$ cat config.mk
export PLATFORM = sky130hd
export DESIGN_NAME = int4_dense_neuron_requant
export DESIGN_NICKNAME = d
export VERILOG_FILES = /design/src/design/idnr_pkg.sv /design/src/design/idnr_ctrl.sv /design/src/design/idnr_datapath.sv /design/src/design/int4_dense_neuron_requant.sv
export VERILOG_INCLUDE_DIRS = /design/src /design/src/design
export SDC_FILE = /design/constraint.sdc
export NUM_CORES = 1
export LEC_CHECK = 0
export ABC_AREA = 1
export CORE_ASPECT_RATIO = 1.4
export CORE_MARGIN = 1.5
export CORE_UTILIZATION = 45
export CTS_CLUSTER_SIZE = 30
export DETAILED_ROUTE_END_ITERATION = 8
export DONT_BUFFER_PORTS = 1
export GPL_ROUTABILITY_DRIVEN = 0
export GPL_TIMING_DRIVEN = 1
export PLACE_DENSITY = 0.62
export SYNTH_ARGS = -nofsm -noshare
export SYNTH_HDL_FRONTEND = slang
export SYNTH_SLANG_ARGS = --single-unit
$ cat constraint.sdc
create_clock -name aclk -period 9.5 [get_ports aclk]
set_input_delay 0.95 -clock aclk [delete_from_list [all_inputs] [get_ports aclk]]
set_output_delay 0.95 -clock aclk [all_outputs]
set_load 0.01 [all_outputs]
$ cat src/design/int4_dense_neuron_requant_assert.svh
// Assertion macros for the int4 dense neuron requantizer.
// Included by the top level; no other dependencies.
`ifndef INT4_DENSE_NEURON_REQUANT_ASSERT_SVH
`define INT4_DENSE_NEURON_REQUANT_ASSERT_SVH

`ifndef SYNTHESIS
// Same-cycle implication under synchronous active-low reset
`define IDNR_ASSERT_IMP(lbl, clk, rstn, ante, cons) \
    lbl: assert property (@(posedge clk) disable iff (!rstn) (ante) |-> (cons)) \
        else $error("idnr assertion failed");
// Next-cycle implication under synchronous active-low reset
`define IDNR_ASSERT_NXT(lbl, clk, rstn, ante, cons) \
    lbl: assert property (@(posedge clk) disable iff (!rstn) (ante) |=> (cons)) \
        else $error("idnr assertion failed");
`else
`define IDNR_ASSERT_IMP(lbl, clk, rstn, ante, cons)
`define IDNR_ASSERT_NXT(lbl, clk, rstn, ante, cons)
`endif

`endif

$ cat src/design/idnr_pkg.sv
// Shared types and constants for the int4 dense neuron requantizer.
// No dependencies; used by idnr_ctrl, idnr_datapath and the top level.
`default_nettype none

package idnr_pkg;

    // Configuration register map (word index = paddr[3:2])
    localparam int unsigned PADDR_W = 4;
    localparam logic [1:0] REG_IN_ZP    = 2'd0;
    localparam logic [1:0] REG_OUT_ZP   = 2'd1;
    localparam logic [1:0] REG_SCALE    = 2'd2;
    localparam logic [1:0] REG_SHIFT    = 2'd3;

    // Reset values
    localparam logic [3:0]  RST_IN_ZP  = 4'd0;
    localparam logic [3:0]  RST_OUT_ZP = 4'd0;
    localparam logic [11:0] RST_SCALE  = 12'd1;
    localparam logic [3:0]  RST_SHIFT  = 4'd0;

    // Saturation bounds
    localparam logic signed [17:0] ACC_MAX = 18'sh1FFFF;
    localparam logic signed [17:0] ACC_MIN = 18'sh20000;
    localparam logic signed [15:0] I16_MAX = 16'sh7FFF;
    localparam logic signed [15:0] I16_MIN = 16'sh8000;
    localparam logic [3:0]         U4_MAX  = 4'd15;

    typedef struct packed {
        logic [3:0]  in_zero_point;
        logic [3:0]  out_offset;
        logic [11:0] requant_scale;
        logic [3:0]  requant_shift;
    } cfg_t;

    typedef enum logic [1:0] {
        ST_ACCUM,
        ST_SAT,
        ST_MUL,
        ST_ROUND
    } ctrl_state_t;

    // Controller commands to the datapath
    typedef struct packed {
        logic acc_en;    // accumulate the accepted pair
        logic load_sat;  // add bias, saturate to int16, clear accumulator
        logic load_mul;  // register the scaled product
        logic load_out;  // round, shift, offset, clamp into the output register
    } ctrl_cmd_t;

endpackage

`default_nettype wire

$ cat src/design/idnr_ctrl.sv
// Controller for the int4 dense neuron requantizer: sequencing and handshakes.
// Depends on idnr_pkg.
`default_nettype none

module idnr_ctrl (
    input  wire logic               aclk,
    input  wire logic               aresetn,
    input  wire logic               s_valid,
    input  wire logic               s_last,
    output logic                    s_ready,
    output logic                    m_valid,
    input  wire logic               m_ready,
    output idnr_pkg::ctrl_cmd_t     cmd
);

    idnr_pkg::ctrl_state_t state_reg, state_next;
    logic out_valid_reg, out_valid_next;
    logic slot_free;

    // Output slot can take a new result this cycle
    assign slot_free = !out_valid_reg || m_ready;

    // State register
    always_ff @(posedge aclk) begin
        if (!aresetn) begin
            state_reg     <= idnr_pkg::ST_ACCUM;
            out_valid_reg <= 1'b0;
        end else begin
            state_reg     <= state_next;
            out_valid_reg <= out_valid_next;
        end
    end

    // Next state
    always_comb begin
        state_next = state_reg;
        unique case (state_reg)
            idnr_pkg::ST_ACCUM: begin
                if (s_valid && s_last) state_next = idnr_pkg::ST_SAT;
            end
            idnr_pkg::ST_SAT:   state_next = idnr_pkg::ST_MUL;
            idnr_pkg::ST_MUL:   state_next = idnr_pkg::ST_ROUND;
            idnr_pkg::ST_ROUND: begin
                if (slot_free) state_next = idnr_pkg::ST_ACCUM;
            end
            default:            state_next = idnr_pkg::ST_ACCUM;
        endcase
    end

    // Outputs
    always_comb begin
        s_ready      = 1'b0;
        cmd          = '0;
        unique case (state_reg)
            idnr_pkg::ST_ACCUM: begin
                s_ready    = 1'b1;
                cmd.acc_en = s_valid;
            end
            idnr_pkg::ST_SAT:   cmd.load_sat = 1'b1;
            idnr_pkg::ST_MUL:   cmd.load_mul = 1'b1;
            idnr_pkg::ST_ROUND: cmd.load_out = slot_free;
            default: begin
                s_ready = 1'b0;
            end
        endcase
    end

    // Output valid flag
    always_comb begin
        out_valid_next = out_valid_reg;
        if (cmd.load_out) begin
            out_valid_next = 1'b1;
        end else if (m_ready) begin
            out_valid_next = 1'b0;
        end
    end

    assign m_valid = out_valid_reg;

endmodule

`default_nettype wire

$ cat src/design/idnr_datapath.sv
// Datapath for the int4 dense neuron requantizer: MAC, bias, scale, round, clamp.
// Depends on idnr_pkg; driven by idnr_ctrl commands.
`default_nettype none

module idnr_datapath (
    input  wire logic                aclk,
    input  wire logic                aresetn,
    input  wire idnr_pkg::cfg_t      cfg,
    input  wire idnr_pkg::ctrl_cmd_t cmd,
    input  wire logic [3:0]          s_activation,
    input  wire logic signed [3:0]   s_weight,
    input  wire logic signed [15:0]  s_bias,
    output logic [3:0]               m_result
);

    logic signed [17:0] acc_reg, acc_next;
    logic signed [15:0] bias_reg;
    logic signed [15:0] sat_reg, sat_next;
    logic signed [28:0] mul_reg, mul_next;
    logic [3:0]         result_reg, result_next;

    logic signed [4:0]  diff;
    logic signed [8:0]  prod;
    logic signed [18:0] mac_sum;
    logic signed [17:0] mac_sat;
    logic signed [18:0] bias_sum;
    logic [15:0]        half;
    logic signed [29:0] rnd_sum;
    logic signed [29:0] shifted;
    logic signed [30:0] out_sum;

    // MAC: (activation - zero point) * weight, saturating 18-bit accumulate
    assign diff    = $signed({1'b0, s_activation}) - $signed({1'b0, cfg.in_zero_point});
    assign prod    = 9'(diff) * 9'(s_weight);
    assign mac_sum = 19'(acc_reg) + 19'(prod);

    always_comb begin
        if (mac_sum > 19'(idnr_pkg::ACC_MAX)) begin
            mac_sat = idnr_pkg::ACC_MAX;
        end else if (mac_sum < 19'(idnr_pkg::ACC_MIN)) begin
            mac_sat = idnr_pkg::ACC_MIN;
        end else begin
            mac_sat = mac_sum[17:0];
        end
    end

    // Bias add and int16 saturation
    assign bias_sum = 19'(acc_reg) + 19'(bias_reg);

    always_comb begin
        if (bias_sum > 19'(idnr_pkg::I16_MAX)) begin
            sat_next = idnr_pkg::I16_MAX;
        end else if (bias_sum < 19'(idnr_pkg::I16_MIN)) begin
            sat_next = idnr_pkg::I16_MIN;
        end else begin
            sat_next = bias_sum[15:0];
        end
    end

    // Scale: signed 16 x unsigned 12
    assign mul_next = 29'(sat_reg) * 29'($signed({1'b0, cfg.requant_scale}));

    // Round half up, arithmetic shift, add output offset, clamp to 0..15
    assign half    = 16'(16'd1 << cfg.requant_shift) >> 1;
    assign rnd_sum = 30'(mul_reg) + $signed({14'd0, half});
    assign shifted = rnd_sum >>> cfg.requant_shift;
    assign out_sum = 31'(shifted) + $signed({27'd0, cfg.out_offset});

    always_comb begin
        if (out_sum < 31'sd0) begin
            result_next = 4'd0;
        end else if (out_sum > $signed({27'd0, idnr_pkg::U4_MAX})) begin
            result_next = idnr_pkg::U4_MAX;
        end else begin
            result_next = out_sum[3:0];
        end
    end

    // Accumulator: cleared once the finished sum has been taken by the bias stage
    always_comb begin
        acc_next = acc_reg;
        if (cmd.load_sat) begin
            acc_next = '0;
        end else if (cmd.acc_en) begin
            acc_next = mac_sat;
        end
    end

    always_ff @(posedge aclk) begin
        if (!aresetn) begin
            acc_reg <= '0;
        end else begin
            acc_reg <= acc_next;
        end
    end

    // Payload stage registers
    always_ff @(posedge aclk) begin
        if (cmd.acc_en) bias_reg <= s_bias;
        if (cmd.load_sat) sat_reg <= sat_next;
        if (cmd.load_mul) mul_reg <= mul_next;
        if (cmd.load_out) result_reg <= result_next;
    end

    assign m_result = result_reg;

endmodule

`default_nettype wire

$ cat src/design/int4_dense_neuron_requant.sv
// Int4 dense neuron with requantization, top level: config registers and wiring.
// Depends on idnr_pkg, idnr_ctrl, idnr_datapath and the assertion macro header.
`default_nettype none

// Computes one output neuron of a 4-bit quantized dense layer. Each transfer on
// the s_ channel carries an activation/weight pair; pairs are accumulated at one
// per cycle into a saturating 18-bit accumulator. The transfer with s_last set
// also carries the bias: it steps through the controller states (accumulate,
// bias add with int16 saturation, 16x12 scale multiply, round/shift/offset/clamp)
// before the next pair is taken, and the result then waits in the output
// register for its m_ transfer while new pairs keep flowing. If the previous
// result is still unclaimed when the next one is ready, the round stage holds
// until the output register frees up. The accumulator clears after every last
// pair. Registers (APB, word addresses 0x0..0xC): in_zero_point,
// output offset, requant_scale, requant_shift; write them only while idle.
module int4_dense_neuron_requant (
    input  wire logic                         aclk,
    input  wire logic                         aresetn,
    // APB configuration port
    input  wire logic                         psel,
    input  wire logic                         penable,
    input  wire logic                         pwrite,
    input  wire logic [idnr_pkg::PADDR_W-1:0] paddr,
    input  wire logic [31:0]                  pwdata,
    output logic [31:0]                       prdata,
    output logic                              pready,
    // Input pairs
    input  wire logic                         s_valid,
    output logic                              s_ready,
    input  wire logic [3:0]                   s_activation,
    input  wire logic signed [3:0]            s_weight,
    input  wire logic signed [15:0]           s_bias,
    input  wire logic                         s_last,
    // Results
    output logic                              m_valid,
    input  wire logic                         m_ready,
    output logic [3:0]                        m_result
);

`include "int4_dense_neuron_requant_assert.svh"

    idnr_pkg::cfg_t      cfg_reg;
    idnr_pkg::ctrl_cmd_t cmd;
    logic                cfg_wr;
    logic [1:0]          reg_idx;

    assign pready  = 1'b1;
    assign cfg_wr  = psel && penable && pwrite;
    assign reg_idx = paddr[3:2];

    // Configuration registers
    always_ff @(posedge aclk) begin
        if (!aresetn) begin
            cfg_reg.in_zero_point  <= idnr_pkg::RST_IN_ZP;
            cfg_reg.out_offset     <= idnr_pkg::RST_OUT_ZP;
            cfg_reg.requant_scale  <= idnr_pkg::RST_SCALE;
            cfg_reg.requant_shift  <= idnr_pkg::RST_SHIFT;
        end else if (cfg_wr) begin
            unique case (reg_idx)
                idnr_pkg::REG_IN_ZP:  cfg_reg.in_zero_point  <= pwdata[3:0];
                idnr_pkg::REG_OUT_ZP: cfg_reg.out_offset     <= pwdata[3:0];
                idnr_pkg::REG_SCALE:  cfg_reg.requant_scale  <= pwdata[11:0];
                idnr_pkg::REG_SHIFT:  cfg_reg.requant_shift  <= pwdata[3:0];
                default:              cfg_reg                <= cfg_reg;
            endcase
        end
    end

    // Register readback
    always_comb begin
        unique case (reg_idx)
            idnr_pkg::REG_IN_ZP:  prdata = {28'd0, cfg_reg.in_zero_point};
            idnr_pkg::REG_OUT_ZP: prdata = {28'd0, cfg_reg.out_offset};
            idnr_pkg::REG_SCALE:  prdata = {20'd0, cfg_reg.requant_scale};
            idnr_pkg::REG_SHIFT:  prdata = {28'd0, cfg_reg.requant_shift};
            default:              prdata = '0;
        endcase
    end

    idnr_ctrl u_ctrl (
        .aclk    (aclk),
        .aresetn (aresetn),
        .s_valid (s_valid),
        .s_last  (s_last),
        .s_ready (s_ready),
        .m_valid (m_valid),
        .m_ready (m_ready),
        .cmd     (cmd)
    );

    idnr_datapath u_datapath (
        .aclk         (aclk),
        .aresetn      (aresetn),
        .cfg          (cfg_reg),
        .cmd          (cmd),
        .s_activation (s_activation),
        .s_weight     (s_weight),
        .s_bias       (s_bias),
        .m_result     (m_result)
    );

    // A last pair stops intake until its result is finished
    `IDNR_ASSERT_NXT(a_last_blocks, aclk, aresetn, s_valid && s_ready && s_last, !s_ready)
    // Bias stage is always followed by the multiply stage
    `IDNR_ASSERT_NXT(a_sat_then_mul, aclk, aresetn, cmd.load_sat, cmd.load_mul)
    // Loading the output register presents a result next cycle
    `IDNR_ASSERT_NXT(a_load_shows, aclk, aresetn, cmd.load_out, m_valid)
    // Output register is never overwritten while it still holds an unclaimed result
    `IDNR_ASSERT_IMP(a_no_overwrite, aclk, aresetn, cmd.load_out, !m_valid || m_ready)

endmodule

`default_nettype wire

**Yosys cells after proc, flatten, opt, wreduce, memory -nomap -nowiden**

Index checks and enable logic that the tools add are counted.

- Output and inout port bits: 39
- Flip-flop bits (word level): 110

- Add/subtract/negate cells: 5
- Muxes and demuxes: 15
- Reduce and logical (&&, ||, !) cells: 14
- Shift operators: 2
- $mul: 2
- Bitwise logic cells: 1
- Magnitude comparators: 6
- Equal/unequal tests: 8

Operators with widths:

| kind | count |
|---|---|
| $pmux 32 s4 | 1 |
| $mux 18 | 2 |
| $add 30x5->31 | 1 |
| $gt 31x5->1 const B | 1 |
| $lt 31x1->1 const B | 1 |
| $add 29x16->30 | 1 |
| $sshr 30x4->30 | 1 |
| $mul 16x13->29 | 1 |
| $add 18x16->19 | 1 |
| $add 18x9->19 | 1 |
| $gt 19x16->1 const B | 1 |
| $gt 19x18->1 const B | 1 |
| $lt 19x16->1 const B | 1 |
| $lt 19x18->1 const B | 1 |
| $mux 16 | 1 |
| $shl 1x4->16 const A | 1 |
| $reduce_and 2->1 | 5 |
| $mul 5x4->9 | 1 |
| $eq 2x2->1 const B | 4 |
| $pmux 2 s4 | 1 |
| $mux 1 | 7 |
| $sub 4x4->5 | 1 |
| $eq 2x1->1 const B | 2 |
| $logic_not 2->1 | 2 |
| 9 further kinds | 13 |

**Logic depth before layout (Yosys ltp)**

- Depth in word-level cells: 6
- Mapped depth: 43
- Gate-level depth less buffers: 41

**By module**

A second synthesis with hierarchy kept.

- Cell total of the unflattened synthesis: 2775
- Area, all modules: 19622.6 um^2

Modules (own cells, without submodules):

| module | seq. area each (um^2) | times used | area each (um^2) | cells each |
|---|---|---|---|---|
| idnr_datapath | 2312.2 | 1 | 18037.3 | 2530 |
| int4_dense_neuron_requant | 480.5 | 1 | 1353.8 | 214 |
| idnr_ctrl | 60.1 | 1 | 231.5 | 31 |

**Worst setup path after synthesis**

Ideal clock, no wire load.

- Path type: input-to-reg
- Start: input s_activation[0]
- End: register u_datapath.acc_reg[7]
- Arrival: 6.186 ns
- Required time: 9.430 ns
- Path slack: 3.244 ns
- Stages: 32
- Library setup time: 0.070 ns
- Path buffers: 1
- Path through: inv_1 ha_1 inv_1 fa_1 nand2_1 nand2_1 a21oi_1 inv_1 nor2_1 ha_1 fa_1 fa_1 ha_1 a21oi_1 o21bai_1 nand2_1 nand2_1 a21oi_1 o21bai_1 a21oi_1 o21bai_1 a21boi_0 inv_1 a21oi_1 nor2_1 nor2_1 xor2_1 nor2_1 inv_1 buf_4 nand3_1 a21oi_1

- Word-level cells in the longest chain between the ends: 6
- Elaborated cells between the ends (all ways): 7
- Classes of those cells: 2 x add/sub; 1 x mul; 2 x order compare; 2 x mux

RTL lines:

| element | RTL line | source |
|---|---|---|
| from (decl) | int4_dense_neuron_requant.sv:30 | `input wire logic [3:0] s_activation,` |
| $sub 4x4->5 (*) | idnr_datapath.sv:33 | `assign diff = $signed({1'b0, s_activation}) - $signed({1'b0, cfg.in_zero_point});` |
| $mul 5x4->9 (*) | idnr_datapath.sv:34 | `assign prod = 9'(diff) * 9'(s_weight);` |
| $add 18x9->19 (*) | idnr_datapath.sv:35 | `assign mac_sum = 19'(acc_reg) + 19'(prod);` |
| $lt 19x18->1 | idnr_datapath.sv:40 | `end else if (mac_sum < 19'(idnr_pkg::ACC_MIN)) begin` |
| $mux 18 | idnr_datapath.sv:40 |  |
| $mux 18 (*) | idnr_datapath.sv:38 | `if (mac_sum > 19'(idnr_pkg::ACC_MAX)) begin` |
| to (signal assigned) | idnr_datapath.sv:93 | `acc_reg <= acc_next;` |
| to (decl) | idnr_datapath.sv:16 | `logic signed [17:0] acc_reg, acc_next;` |

Every way passes the cells marked *; elsewhere a longest branch is shown, timed or not.
A chain may end at the register's enable or synchronous reset.

**Final worst setup path**

- Start: input s_activation[0]
- End: register u_datapath.acc_reg[11]

The elaborated chain is that of the path after synthesis.

==> impl_metrics.csv <==
group,metric,value,unit
global_routing,grt_pass1_wl,77100,microns
detailed_routing,drtPass1Iterations,5,
timing,rsz0062_at_grt,"false",
logic_synthesis,synth_top_family_by_area,"adder cells",
logic_synthesis,ys_seq_area_share,15.3,%
clock_tree,clockBufferDepth,2,
finish,antenna_cells,0,
worst_setup_path,max_stage_delay,0.86,ns
clock_tree,numCtsBuffers,9,
die,die_height,244,microns
finish,final_cell_area,19300,sq um
timing,fin_setup_tns,0,ns
worst_setup_path,slowest_stage,"nor2_1",
place,dp_slack,1.87,ns
global_routing,antenna_found_initial,1,
die,start_util,45.4,%
detailed_routing,vias,15800,
timing,fin_crit_sh,75.7,%
worst_setup_path,critPathRequiredTime,9.72,ns
detailed_routing,drtIter0Drc,785,
power_and_ir_drop,power.total,4270,uW
logic_synthesis,synthAdderAreaFrac,33.6,%
finish,multi_input_area,13400,sq um
logic_synthesis,async_reset_ff_share,0,%
logic_synthesis,synth_edf_count,65,
timing,worst_pin_slew,1.14,ns
logic_synthesis,synthFlopType,"edfxtp_1",
worst_setup_path,r2r_start,"cfg_reg[20]",
logic_synthesis,yosysUniqueCellTypes,50,
clock_tree,clk_pin_slew,0.09,ns
die,core,41100,sq um
status,status,"finished, final reports clean",
power_and_ir_drop,power.density,222,nW/um^2
logic_synthesis,synth_compound_area_share,6.38,%
worst_setup_path,r2r_cells,28,
die,rows,88,
place,dpl_cell_area,19000,sq um
finish,drive_gt1_share,4.94,%
clock_tree,cts_resized,0,
timing,finalCriticalPeriod,7.19,ns
finish,largest_reg_flops,29,
timing,finClkSkew,0.0186,ns
logic_synthesis,ys_warn_count,0,
flow_run,cap_viol_max_count,0,
clock_tree,clkLatencyLatePin,0.38,ns
logic_synthesis,muxShareOfSynthArea,0,%
clock_tree,h-tree-depth,3,
place,dp_hpwl,39100,microns
timing,setup_viol,0,
worst_setup_path,rr_endpoint,"u_datapath.acc_reg[11]",
logic_synthesis,syn_avg_cell_area,7.15,sq um
power_and_ir_drop,p_leak,0.0104,uW
timing,setup_slack,2.31,ns
clock_tree,root_buffer,"clkbuf_16",
timing,maxSlewViolCount,0,
clock_tree,clock_sinks,110,
global_routing,overflow,0,
worst_setup_path,path_max_fanout,14,
timing,slew_headroom,23.4,%
worst_setup_path,crit_top_cell,"a21oi_1",
hold_path,min_to,"cfg_reg[23]",
hold_path,min_from,"cfg_reg[23]",
global_routing,grt_max_degree,36,
clock_tree,cts_tree,"done",
finish,fillers,4116,
detailed_routing,wirelength,46200,microns
detailed_routing,drc_errors,0,
clock_tree,cts_hold_buf,0,
die,dieArea,42700,sq um
die,die_w,175,microns
worst_setup_path,startpoint_type,"input port",
hold_path,hp-class,"flip-flop to flip-flop",
power_and_ir_drop,ir_worst_vdd,209,uV
die,ios,107,
global_routing,grt_util_all_layers,22.4,%
timing,hold_ws,0.505,ns
detailed_routing,wire_per_inst,14.9,microns
worst_setup_path,arrival,7.41,ns
finish,seqCellArea,2850,sq um
timing,hold_violations,0,
worst_setup_path,worstSetupEndpointType,"flip-flop",
detailed_routing,viasPerCell,5.12,
logic_synthesis,syn-cell-area,18700,sq um
detailed_routing,antenna_left,0,
place,io_buffers,0,
global_routing,grt_pass1_vias,16200,
finish,area_growth,3.41,%
clock_tree,post_cts_buffers,0,
hold_path,worstHoldPathCells,2,
timing,max_freq,0.139,GHz
finish,nNetsFinal,2985,
logic_synthesis,synthSimpleGateAreaFrac,28.4,%
logic_synthesis,synth_xor_area_share,2.77,%
worst_setup_path,r2r_slack,2.52,ns
logic_synthesis,synth-seq-cells,110,
worst_setup_path,crit_type,"input port to flip-flop",
logic_synthesis,synth_cells,2608,
[per-layer routing]
metal	vias to the layer above	GRT usage, %	part of all wire, %
li1	7882	-	-
met1	7474	24.0	38
met2	349	43.4	54
met3	128	1.94	2.6
met4	2	10.6	4.6
met5	-	0	0.028
[Yosys cell counts, types with 3 or more instances]
cell       count  share of area (%)
nand2_4        3               0.18
and2_1         3               0.10
nand3_1      259                6.9
nand4_1       18               0.60
o21bai_1       7               0.28
edfxtp_1      65                 10
nand2_1      692                 14
nor2_2        21               0.70
nor2_1       132                2.7
o21ai_0       60                1.6
buf_2         18               0.48
ha_1         150                 10
a21oi_1      113                3.0
or2_2         16               0.54
a21o_1         4               0.16
fa_1         219                 24
o211ai_1       6               0.24
clkbuf_1      56                1.1
xnor2_1       22                1.0
nor2_4         8               0.48
nor3_1         6               0.16
xor2_1        37                1.7
clkinv_1       4              0.080
inv_2         11               0.22
o21ai_1        7               0.19
buf_4         22               0.89
nand3_2       17               0.91
a31oi_1        4               0.13
o2111ai_1      3               0.14
inv_1        531                 11
nor3_2         3               0.16
nand3b_1       5               0.20
dfxtp_1       45                4.8
nand2_2       20               0.67
[worst max path at each step]
stage,slack (ns),cells past startpoint,startpoint,endpoint
floorplan,3.24,32,s_activation[0],u_datapath.acc_reg[7]
global placement,1.99,29,s_activation[0],u_datapath.acc_reg[13]
detailed placement,1.87,29,s_activation[0],u_datapath.acc_reg[11]
CTS,2.26,29,s_activation[0],u_datapath.acc_reg[11]
global route,1.52,29,s_activation[0],u_datapath.acc_reg[5]
finish,2.31,29,s_activation[0],u_datapath.acc_reg[11]
[worst max-delay path: cells and delay by family]
family                     cells  cell delay (ns)
xor gates and xnor gates       1             0.17
and+or+nand+nor                7             1.33
adders and majority gates      6             2.24
AOI/OAI and AO/OA             11             2.42
buffers and inverters          4             0.27
[where the power goes]
group	internal (uW)	switching (uW)	leakage (uW)
Clock	187	198	0.000148
Combinational	1070	1770	0.00928
Sequential	756	292	0.000967
Total	2020	2260	0.0104
[cell type report]
type,count,area share [%]
clock inverters,7,0.396
multi-input cells,1873,69.2
flip-flops and latches,110,14.8
repair buffers,8,0.311
well taps,540,3.50
inverters,546,10.6
clock buffers,9,1.17
[cell usage in the layout, fill, tap and decap left out, types with 6 or more instances in the layout]
| master | n |
|---|---|
| fa_1 | 219 |
| edfxtp_1 | 65 |
| conb_1 | 21 |
| dfxtp_1 | 45 |
| clkbuf_16 | 9 |
| nand3_2 | 17 |
| o21ai_1 | 7 |
| nor3_1 | 6 |
| or2_2 | 16 |
| o21bai_1 | 7 |
| o21ai_0 | 60 |
| nor2_2 | 21 |
| buf_4 | 8 |
| nand3_1 | 259 |
| xnor2_1 | 22 |
| nor2_1 | 132 |
| ha_1 | 150 |
| a21oi_1 | 113 |
| xor2_1 | 37 |
| nand4_1 | 18 |
| inv_1 | 531 |
| nand2_2 | 20 |
| nand2_1 | 692 |
| o211ai_1 | 6 |
| inv_2 | 11 |
| nor2_4 | 8 |
[logic make-up after synthesis]
group | count (synthesis)
AND/OR/NAND/NOR | 1206
buffers and inverters | 644
adder cells (fa/ha/maj) | 369
AO/OA/AOI/OAI | 218
flip-flops | 110
XOR/XNOR | 59
other | 2
[through the flow]
stage	instances	util [%]
finish	3093	47.0
detailed placement	3077	46.2
global placement	3077	46.2
global route	3093	47.0
CTS	3093	47.0
floorplan	2627	-
No activity file was read; power rests on OpenSTA's default activity.
